## src/hw/rtl/gps_pkg.sv

```systemverilog
package gps_pkg;

   // fixed-point phase: 1 << PHASE_FRACTION_BITS is one full double step
   localparam int PHASE_FRACTION_BITS = 32;
   localparam int PHASE_W = PHASE_FRACTION_BITS + 1;

   localparam int DT_W   = 20;
   localparam int RATE_W = 20;
   localparam int DUR_W  = 32;
   localparam int PROD_W = DT_W + RATE_W;
   localparam int WIDE_W = (PROD_W > PHASE_W) ? PROD_W : PHASE_W;

   localparam logic [PHASE_W-1:0] PH_ONE = {1'b1, {PHASE_FRACTION_BITS{1'b0}}};
   localparam logic [PHASE_W-1:0] PH_HALF =
      {1'b0, 1'b1, {(PHASE_FRACTION_BITS - 1){1'b0}}};
   localparam logic [PHASE_W-1:0] PH_QUARTER =
      {2'b00, 1'b1, {(PHASE_FRACTION_BITS - 2){1'b0}}};

   localparam logic [DT_W-1:0]   DT_ZERO_US = DT_W'(100);
   localparam logic [RATE_W-1:0] RATE_RESET = RATE_W'(8590);
   localparam logic [DUR_W-1:0]  DUR_RESET  = DUR_W'(500000);

   // configuration register indexes
   localparam int CSR_IDX_W = 1;
   localparam logic [CSR_IDX_W-1:0] CSR_STEP_RATE      = 1'b0;
   localparam logic [CSR_IDX_W-1:0] CSR_PAUSE_DURATION = 1'b1;

   // stream packing
   localparam int IN_BITS     = DT_W + 5;
   localparam int IN_TDATA_W  = ((IN_BITS + 7) / 8) * 8;
   localparam int OUT_BITS    = PHASE_W + 9;
   localparam int OUT_TDATA_W = ((OUT_BITS + 7) / 8) * 8;

   typedef enum logic [2:0] {
      R_NONE       = 3'd0,
      R_START      = 3'd1,
      R_START_STEP = 3'd2,
      R_NORMAL     = 3'd3,
      R_KICK       = 3'd4,
      R_STOP_STEP  = 3'd5,
      R_STOP_MOVE  = 3'd6
   } rebuild_type;

   typedef struct packed {
      logic [DT_W-1:0] dt_us;
      logic            vel_cmd_zero;
      logic            walkable;
      logic            request_pause;
      logic            request_kick_left;
      logic            request_kick_right;
   } req_item_type;

   typedef struct packed {
      logic               active;
      logic [2:0]         walk_state;
      logic [PHASE_W-1:0] phase_out;
      logic               left_support_out;
      rebuild_type        rebuild_kind;
      logic               phase_fault;
   } rsp_item_type;

   typedef struct packed {
      logic [PHASE_W-1:0] phase;
      logic               half_done;
   } phase_adv_type;

endpackage

```

## src/hw/rtl/gps_phase_adv.sv

```systemverilog
module gps_phase_adv import gps_pkg::*; (
   input  logic [DT_W-1:0]    dt_us,
   input  logic [RATE_W-1:0]  step_rate,
   input  logic [PHASE_W-1:0] phase,
   input  logic [PHASE_W-1:0] prev_phase,
   output phase_adv_type      adv
);

   logic [DT_W-1:0]    dt_eff;
   logic [PROD_W-1:0]  prod;
   logic [WIDE_W-1:0]  inc_wide;
   logic [PHASE_W-1:0] sum;
   logic [PHASE_W-1:0] next_phase;

   always_comb begin
      // a zero time step counts as the nominal tick
      dt_eff   = (dt_us == '0) ? DT_ZERO_US : dt_us;
      prod     = {{RATE_W{1'b0}}, dt_eff} * {{DT_W{1'b0}}, step_rate};
      inc_wide = WIDE_W'(prod);
      sum      = phase + PHASE_W'(inc_wide);
      if (inc_wide > WIDE_W'(PH_QUARTER)) begin
         next_phase = phase;
      end else if (sum > PH_ONE) begin
         next_phase = '0;
      end else begin
         next_phase = sum;
      end
      adv.phase     = next_phase;
      adv.half_done = (prev_phase < PH_HALF && next_phase >= PH_HALF) ||
                      (prev_phase > PH_HALF && next_phase < PH_HALF);
   end

endmodule

```

## src/hw/rtl/gps_sequencer.sv

```systemverilog
module gps_sequencer import gps_pkg::*; (
   input  logic               clock,
   input  logic               reset,
   input  logic               fire,
   input  req_item_type       item,
   input  logic [RATE_W-1:0]  step_rate,
   input  logic [DUR_W-1:0]   pause_duration,
   output rsp_item_type       result
);

   typedef enum logic [2:0] {
      M_IDLE       = 3'd0,
      M_START_MOVE = 3'd1,
      M_START_STEP = 3'd2,
      M_WALK       = 3'd3,
      M_KICK       = 3'd4,
      M_STOP_STEP  = 3'd5,
      M_STOP_MOVE  = 3'd6,
      M_PAUSED     = 3'd7
   } mode_type;

   mode_type           mode_ff, mode_in, mode_eff;
   logic [PHASE_W-1:0] phase_ff, phase_in;
   logic [PHASE_W-1:0] prev_ff, prev_in;
   logic [DUR_W-1:0]   paused_ff, paused_in;
   logic               left_ff, left_in;
   logic               pause_pend_ff, pause_pend_in;
   logic               kick_l_ff, kick_l_in;
   logic               kick_r_ff, kick_r_in;
   rsp_item_type       result_ff, result_in;

   phase_adv_type      adv;
   logic [DUR_W:0]     paused_sum;
   logic               pause_pend, kick_l, kick_r;
   logic               run, check, fault;

   gps_phase_adv u_phase_adv (
      .dt_us      (item.dt_us),
      .step_rate  (step_rate),
      .phase      (phase_ff),
      .prev_phase (prev_ff),
      .adv        (adv)
   );

   always_comb begin
      pause_pend = pause_pend_ff | item.request_pause;
      kick_l     = kick_l_ff | item.request_kick_left;
      kick_r     = kick_r_ff | item.request_kick_right;
      paused_sum = {1'b0, paused_ff} + (DUR_W + 1)'(item.dt_us);

      mode_in       = mode_ff;
      mode_eff      = mode_ff;
      phase_in      = phase_ff;
      prev_in       = prev_ff;
      paused_in     = paused_ff;
      left_in       = left_ff;
      pause_pend_in = pause_pend;
      kick_l_in     = kick_l;
      kick_r_in     = kick_r;
      result_in.rebuild_kind = R_NONE;
      result_in.active       = 1'b0;
      run   = 1'b0;
      check = 1'b0;
      fault = 1'b0;

      unique case (mode_ff)
         M_PAUSED: begin
            if (paused_ff > pause_duration) begin
               paused_in = '0;
               if (pause_pend) begin
                  pause_pend_in = 1'b0;
               end else begin
                  mode_eff = M_WALK;
                  run      = 1'b1;
               end
            end else begin
               paused_in = paused_sum[DUR_W] ? '1 : paused_sum[DUR_W-1:0];
            end
         end
         M_IDLE: run = !item.vel_cmd_zero && item.walkable;
         default: run = 1'b1;
      endcase

      if (run) begin
         phase_in = adv.phase;
         mode_in  = mode_eff;
         check    = 1'b1;
         unique case (mode_eff)
            M_IDLE: begin
               left_in = !left_ff;
               result_in.rebuild_kind = R_START;
               mode_in = M_START_MOVE;
            end
            M_START_MOVE: begin
               if (adv.half_done) begin
                  left_in = !left_ff;
                  if (item.vel_cmd_zero) begin
                     mode_in = M_STOP_MOVE;
                     result_in.rebuild_kind = R_STOP_MOVE;
                  end else begin
                     mode_in = M_START_STEP;
                     result_in.rebuild_kind = R_START_STEP;
                  end
               end
            end
            M_START_STEP: begin
               if (adv.half_done) begin
                  left_in = !left_ff;
                  if (item.vel_cmd_zero) begin
                     mode_in = M_STOP_STEP;
                     result_in.rebuild_kind = R_STOP_STEP;
                  end else begin
                     mode_in = M_WALK;
                     result_in.rebuild_kind = R_NORMAL;
                  end
               end
            end
            M_WALK: begin
               if (adv.half_done && pause_pend) begin
                  mode_in       = M_PAUSED;
                  pause_pend_in = 1'b0;
                  check         = 1'b0;
               end else if (adv.half_done &&
                            ((kick_l && !left_ff) || (kick_r && left_ff))) begin
                  left_in   = !left_ff;
                  mode_in   = M_KICK;
                  kick_l_in = 1'b0;
                  kick_r_in = 1'b0;
                  result_in.rebuild_kind = R_KICK;
               end else if (adv.half_done) begin
                  left_in = !left_ff;
                  if (item.vel_cmd_zero) begin
                     mode_in = M_STOP_STEP;
                     result_in.rebuild_kind = R_STOP_STEP;
                  end else begin
                     result_in.rebuild_kind = R_NORMAL;
                  end
               end
            end
            M_KICK: begin
               if (adv.half_done) begin
                  left_in = !left_ff;
                  mode_in = M_WALK;
                  result_in.rebuild_kind = R_NORMAL;
               end
            end
            M_STOP_STEP: begin
               if (adv.half_done) begin
                  left_in = !left_ff;
                  mode_in = M_STOP_MOVE;
                  result_in.rebuild_kind = R_STOP_MOVE;
               end
            end
            M_STOP_MOVE, M_PAUSED: begin
               if (adv.half_done) begin
                  mode_in = M_IDLE;
                  check   = 1'b0;
               end
            end
         endcase
         // support sanity check: phase half must match the support foot
         if (check) begin
            fault = (phase_in < PH_HALF && !left_in) ||
                    (phase_in >= PH_HALF && left_in);
            if (!fault) begin
               prev_in = phase_in;
               result_in.active = 1'b1;
            end
         end
      end

      result_in.walk_state       = mode_in;
      result_in.phase_out        = phase_in;
      result_in.left_support_out = left_in;
      result_in.phase_fault      = fault;
   end

   always_ff @(posedge clock) begin
      if (reset) begin
         mode_ff       <= M_IDLE;
         phase_ff      <= '0;
         prev_ff       <= '0;
         paused_ff     <= '0;
         left_ff       <= 1'b0;
         pause_pend_ff <= 1'b0;
         kick_l_ff     <= 1'b0;
         kick_r_ff     <= 1'b0;
      end else if (fire) begin
         mode_ff       <= mode_in;
         phase_ff      <= phase_in;
         prev_ff       <= prev_in;
         paused_ff     <= paused_in;
         left_ff       <= left_in;
         pause_pend_ff <= pause_pend_in;
         kick_l_ff     <= kick_l_in;
         kick_r_ff     <= kick_r_in;
      end
      if (fire) begin
         result_ff <= result_in;
      end
   end

   assign result = result_ff;

endmodule

```

## src/hw/rtl/gait_phase_sequencer_unit.sv

```systemverilog
// Gait phase sequencer: every req transfer is one control tick. The tick's
// requests are latched, the fixed-point step phase advances by dt_us times
// step_rate (a zero dt_us counts as 100 us, an increment above a quarter step
// is dropped, a phase above one wraps to zero), and the eight-state walk
// sequencer moves on; exactly one rsp transfer follows for each tick with the
// state, phase, support foot, sanity-check fault, active flag and the
// trajectory rebuild that software has to perform. Throughput is one tick per
// clock while rsp_tready stays high: a tick sits in the input register
// while the single 20x20 phase multiply, the phase compares and the
// sequencer update it into the state and result registers. req_tready
// follows rsp_tready combinationally, so a held result stalls at most the
// input register. csr_* writes take effect at once and are meant for
// an idle block only; after reset the block is ready at once.
module gait_phase_sequencer_unit import gps_pkg::*; (
   input  logic                   clock,
   input  logic                   reset,
   // input channel
   input  logic                   req_tvalid,
   output logic                   req_tready,
   // dt_us[19:0], vel_cmd_zero, walkable, request_pause, request_kick_left,
   // request_kick_right, zero fill
   input  logic [IN_TDATA_W-1:0]  req_tdata,
   // result channel
   output logic                   rsp_tvalid,
   input  logic                   rsp_tready,
   // active, walk_state[2:0], phase_out[32:0], left_support_out,
   // rebuild_kind[2:0], phase_fault, zero fill
   output logic [OUT_TDATA_W-1:0] rsp_tdata,
   // configuration writes
   input  logic                   csr_wen,
   input  logic [CSR_IDX_W-1:0]   csr_index,
   input  logic [DUR_W-1:0]       csr_wdata
);

   logic              in_valid_ff, in_valid_in;
   logic              out_valid_ff, out_valid_in;
   req_item_type      item_ff;
   logic [RATE_W-1:0] rate_ff;
   logic [DUR_W-1:0]  dur_ff;
   logic              req_xfer;
   logic              fire;
   rsp_item_type      result;

   // the tick in the input register moves on when the result slot frees up
   assign fire       = in_valid_ff && (!out_valid_ff || rsp_tready);
   assign req_tready = !in_valid_ff || fire;
   assign req_xfer   = req_tvalid && req_tready;

   assign in_valid_in  = req_xfer || (in_valid_ff && !fire);
   assign out_valid_in = fire || (out_valid_ff && !rsp_tready);

   always_ff @(posedge clock) begin
      if (reset) begin
         in_valid_ff  <= 1'b0;
         out_valid_ff <= 1'b0;
         rate_ff      <= RATE_RESET;
         dur_ff       <= DUR_RESET;
      end else begin
         in_valid_ff  <= in_valid_in;
         out_valid_ff <= out_valid_in;
         if (csr_wen) begin
            unique case (csr_index)
               CSR_STEP_RATE:      rate_ff <= csr_wdata[RATE_W-1:0];
               CSR_PAUSE_DURATION: dur_ff  <= csr_wdata;
            endcase
         end
      end
      // payload of the input register
      if (req_xfer) begin
         item_ff.dt_us              <= req_tdata[DT_W-1:0];
         item_ff.vel_cmd_zero       <= req_tdata[DT_W];
         item_ff.walkable           <= req_tdata[DT_W+1];
         item_ff.request_pause      <= req_tdata[DT_W+2];
         item_ff.request_kick_left  <= req_tdata[DT_W+3];
         item_ff.request_kick_right <= req_tdata[DT_W+4];
      end
   end

   // engine state, phase advance and result register
   gps_sequencer u_sequencer (
      .clock          (clock),
      .reset          (reset),
      .fire           (fire),
      .item           (item_ff),
      .step_rate      (rate_ff),
      .pause_duration (dur_ff),
      .result         (result)
   );

   assign rsp_tvalid = out_valid_ff;
   assign rsp_tdata  = OUT_TDATA_W'({result.phase_fault,
                                     result.rebuild_kind,
                                     result.left_support_out,
                                     result.phase_out,
                                     result.walk_state,
                                     result.active});

   // a processed tick always lands in the result slot
   a_fire_shows: assert property (@(posedge clock) disable iff (reset)
      fire |=> rsp_tvalid)
      else $error("processed tick did not produce a result");

   // an active tick has passed the support sanity check
   a_active_no_fault: assert property (@(posedge clock) disable iff (reset)
      rsp_tvalid |-> !(result.active && result.phase_fault))
      else $error("active tick reports a support fault");

   // phase never exceeds one full double step
   a_phase_range: assert property (@(posedge clock) disable iff (reset)
      rsp_tvalid |-> (result.phase_out <= PH_ONE))
      else $error("phase out of range");

   // a waiting result holds still until its transfer
   a_rsp_hold: assert property (@(posedge clock) disable iff (reset)
      (rsp_tvalid && !rsp_tready) |=> (rsp_tvalid && $stable(rsp_tdata)))
      else $error("waiting result changed before its transfer");

endmodule

```

## config.mk

```make
export PLATFORM = sky130hd
export DESIGN_NAME = gait_phase_sequencer_unit
export DESIGN_NICKNAME = d
export VERILOG_FILES = /design/src/hw/rtl/gps_pkg.sv /design/src/hw/rtl/gps_phase_adv.sv /design/src/hw/rtl/gps_sequencer.sv /design/src/hw/rtl/gait_phase_sequencer_unit.sv
export SDC_FILE = /design/constraint.sdc
export NUM_CORES = 2
export LEC_CHECK = 0
export BUFFER_PORTS_ARGS = -buffer_cell sky130_fd_sc_hd__buf_4
export CAP_MARGIN = 0
export CORE_MARGIN = 5
export CORE_UTILIZATION = 44
export DETAILED_ROUTE_END_ITERATION = 10
export PLACE_DENSITY_LB_ADDON = 0.15
export SLEW_MARGIN = 20
export SYNTH_ARGS = -nofsm -noshare
export SYNTH_HDL_FRONTEND = slang
export SYNTH_SLANG_ARGS = --single-unit
```

## constraint.sdc

```tcl
create_clock -name clock -period 26.1 [get_ports clock]
set_input_delay 7.83 -clock clock [delete_from_list [all_inputs] [get_ports clock]]
set_output_delay 7.83 -clock clock [all_outputs]
set_load 0.02 [all_outputs]
```

==> results.py <==
metrics = {
    "floorplanning": {
        "dieArea_sq_mm": 0.0664,
        "die_h_um": 258,
        "rows": 90,
        "io_pins": 120,
        "core_area_sq_mm": 0.0606,
        "start_util_pct": 44.6,
        "die_w_um": 258,
    },
    "critical_path": {
        "cp_max_fo": 4,
        "critPathLaunchType": "primary input",
        "end_kind": "output port",
        "r2r-end": "u_sequencer.prev_ff[1]",
        "critPathKind": "in -> out",
        "cp.required_ps": 18270,
        "r2r_cells": 40,
        "rrSetupSlack_ps": 13550,
        "r2r-start": "item_ff[5]",
        "cp_data_arrival_time_ps": 8390,
    },
    "sta": {
        "finalSetupTns_ps": 0,
        "setup_viol": 0,
        "fin_worst_skew_ps": 11.3,
        "min_period_over_period_pct": 62.2,
        "fmax_ghz": 0.0616,
        "worst_pin_slew_ps": 1060,
        "max-slew-margin-rel_pct": 29.4,
        "period_needed_ps": 16220,
        "report.final.slew_viol_count": 0,
        "whs_ps": 455,
        "final_hold_viol_count": 0,
        "rsz0062_at_grt": "no",
    },
    "detailed_routing": {
        "ant_nets": 0,
        "vias": 21700,
        "drt_iter0_drc": 1159,
        "dr.pass1.iters": 5,
        "wl_per_cell_um": 18.7,
        "route.detailed.drc": 0,
        "drt_wl_total_um": 72700,
        "viasPerCell": 5.56,
    },
    "global_route": {
        "antenna_found_initial": 2,
        "grt_first_pass_wirelength_um": 119000,
        "grt_usage_pct": 21.7,
        "gr-total-overflow": 0,
        "grt_max_degree": 79,
        "first_global_vias": 22400,
    },
    "synthesis": {
        "synth-seq-cells": 226,
        "synth_edf_count": 67,
        "netlist_area_sq_mm": 0.0270,
        "ys.flop_type": "dfxtp_1",
        "synthDistinctLibCells": 99,
        "synth_area_per_cell_sq_um": 8.72,
        "syn_inst": 3096,
        "async_flop_share_pct": 0,
        "ys_seq_area_share_pct": 19.2,
        "ys_warn_count": 0,
    },
    "clock_network": {
        "cts_root_buffer": "clkbuf_16",
        "clockBufferDepth": 3,
        "clock_latency_ps": 550,
        "cts_tree": "built",
        "htreeDepth": 1,
        "path_clk_slew_ps": 60,
        "hold_buffers": 0,
        "clock_sinks": 226,
        "numCtsBuffers": 26,
        "cts_setup_buffers": 0,
        "cts.repair.resized": 0,
    },
    "place": {
        "placed_area_sq_mm": 0.0284,
        "hpwlAfterDp_um": 55600,
        "numPortBuffers": 106,
        "place.gp.congestion": 0.899,
    },
    "layout": {
        "final_cell_mix": "483 x nand2_1, 368 x inv_1, 322 x fa_1",
        "utilization_pct": 48.2,
        "nets": 3721,
        "final_common_cell": "nand2_1",
        "area_growth_pct": 8.19,
        "layout-drive-gt1-share_pct": 8.60,
        "n_fill_cell": 5799,
        "multi_input_area_sq_mm": 0.0197,
        "seqCellArea_sq_mm": 0.00519,
        "stdcell_area_sq_mm": 0.0292,
    },
    "min_path": {
        "min-delay-start": "dur_ff[23]",
        "hp-class": "reg -> reg",
        "hold_depth": 2,
        "worstHoldEndpoint": "dur_ff[23]",
    },
    "status": {
        "status": "completed",
    },
    "job": {
        "maxCapViolCount": 0,
    },
}
## worst max-delay path, stage by stage
cell and delay (ps):
buf_4 110, nor2b_1 190, nand2_1 100, buf_4 160
## state kept, by name, indices dropped and copies added (netlist names)
signal                     count
u_sequencer.kick_l_ff          1
u_sequencer.prev_ff           33
u_sequencer.result            42
u_sequencer.kick_r_ff          1
rate_ff                       20
in_valid_ff                    1
dur_ff                        32
u_sequencer.paused_ff         32
u_sequencer.pause_pend_ff      1
u_sequencer.mode_ff            3
u_sequencer.left_ff            1
rsp_tvalid                     1
item_ff                       25
u_sequencer.phase_ff          33
## layout make-up
class,count,share of cell area [%]
clock inverters,15,0.501
repair buffers,146,3.75
diodes,1,0.00856
multi-input cells,2326,67.5
well taps,782,3.35
clock buffers,33,2.42
inverters,369,4.74
flip-flops and latches,226,17.8
## synth_stat cells, drive strengths merged (18+ instances only)
| cell | instances | area share [%] |
|---|---|---|
| inv | 369 | 5.1 |
| a22oi | 27 | 0.75 |
| buf | 35 | 0.79 |
| and2 | 227 | 5.3 |
| fa | 322 | 24 |
| a22o | 29 | 0.94 |
| ha | 234 | 11 |
| nor3 | 39 | 0.72 |
| dfxtp | 159 | 12 |
| nand2 | 483 | 6.7 |
| o211ai | 18 | 0.52 |
| o21ai | 92 | 1.8 |
| clkbuf | 145 | 2.0 |
| nand4 | 30 | 0.72 |
| xor2 | 25 | 0.81 |
| mux2 | 33 | 1.8 |
| a21o | 44 | 1.2 |
| nor2b | 45 | 1.0 |
| nor4 | 25 | 0.63 |
| xnor2 | 48 | 1.6 |
| a21oi | 196 | 3.8 |
| nand3 | 41 | 0.76 |
| nor2 | 117 | 1.6 |
| o21a | 26 | 0.72 |
| edfxtp | 67 | 7.4 |
## through the flow
step,setup slack [ps],std cells
2_1_floorplan,10090,3101
3_3_place_gp,9890,3849
3_5_place_dp,9880,3849
4_1_cts,9880,3897
5_1_grt,9800,3897
6_report,9880,3898
## routing by layer
metal,wire (um),track usage (%),up-vias
met5,0,0,-
met4,2230,6.26,0
met3,4130,2.91,129
met2,34800,37.2,590
met1,31500,29.0,10700
li1,-,-,10200
## logic make-up (layout without fill, tap and decap cells)
| kind of cell | Yosys count | in the layout | share of synthesized area (%) |
|---|---|---|---|
| AO/OA/AOI/OAI | 561 | 561 | 14.0 |
| XOR/XNOR | 73 | 73 | 2.39 |
| adder cells (fa/ha/maj) | 557 | 557 | 34.7 |
| buffers and inverters | 549 | 563 | 7.93 |
| flip-flops | 226 | 226 | 19.2 |
| multiplexers | 39 | 39 | 2.02 |
| other | 1 | 7 | 0.0139 |
| AND/OR/NAND/NOR | 1090 | 1090 | 19.7 |
## worst max-delay path by stage
stage / start / to / slack [ps] / cells past startpoint
after floorplan: rsp_tready / req_tready / 10090 / 2
after global placement: rsp_tready / req_tready / 9890 / 4
after detailed placement: rsp_tready / req_tready / 9880 / 4
after CTS: rsp_tready / req_tready / 9880 / 4
after global routing: rsp_tready / req_tready / 9800 / 4
final: rsp_tready / req_tready / 9880 / 4
Power is left out: the tool's default activity adds up to more than one toggle a clock period on the data nets, which glitch-free logic cannot reach.
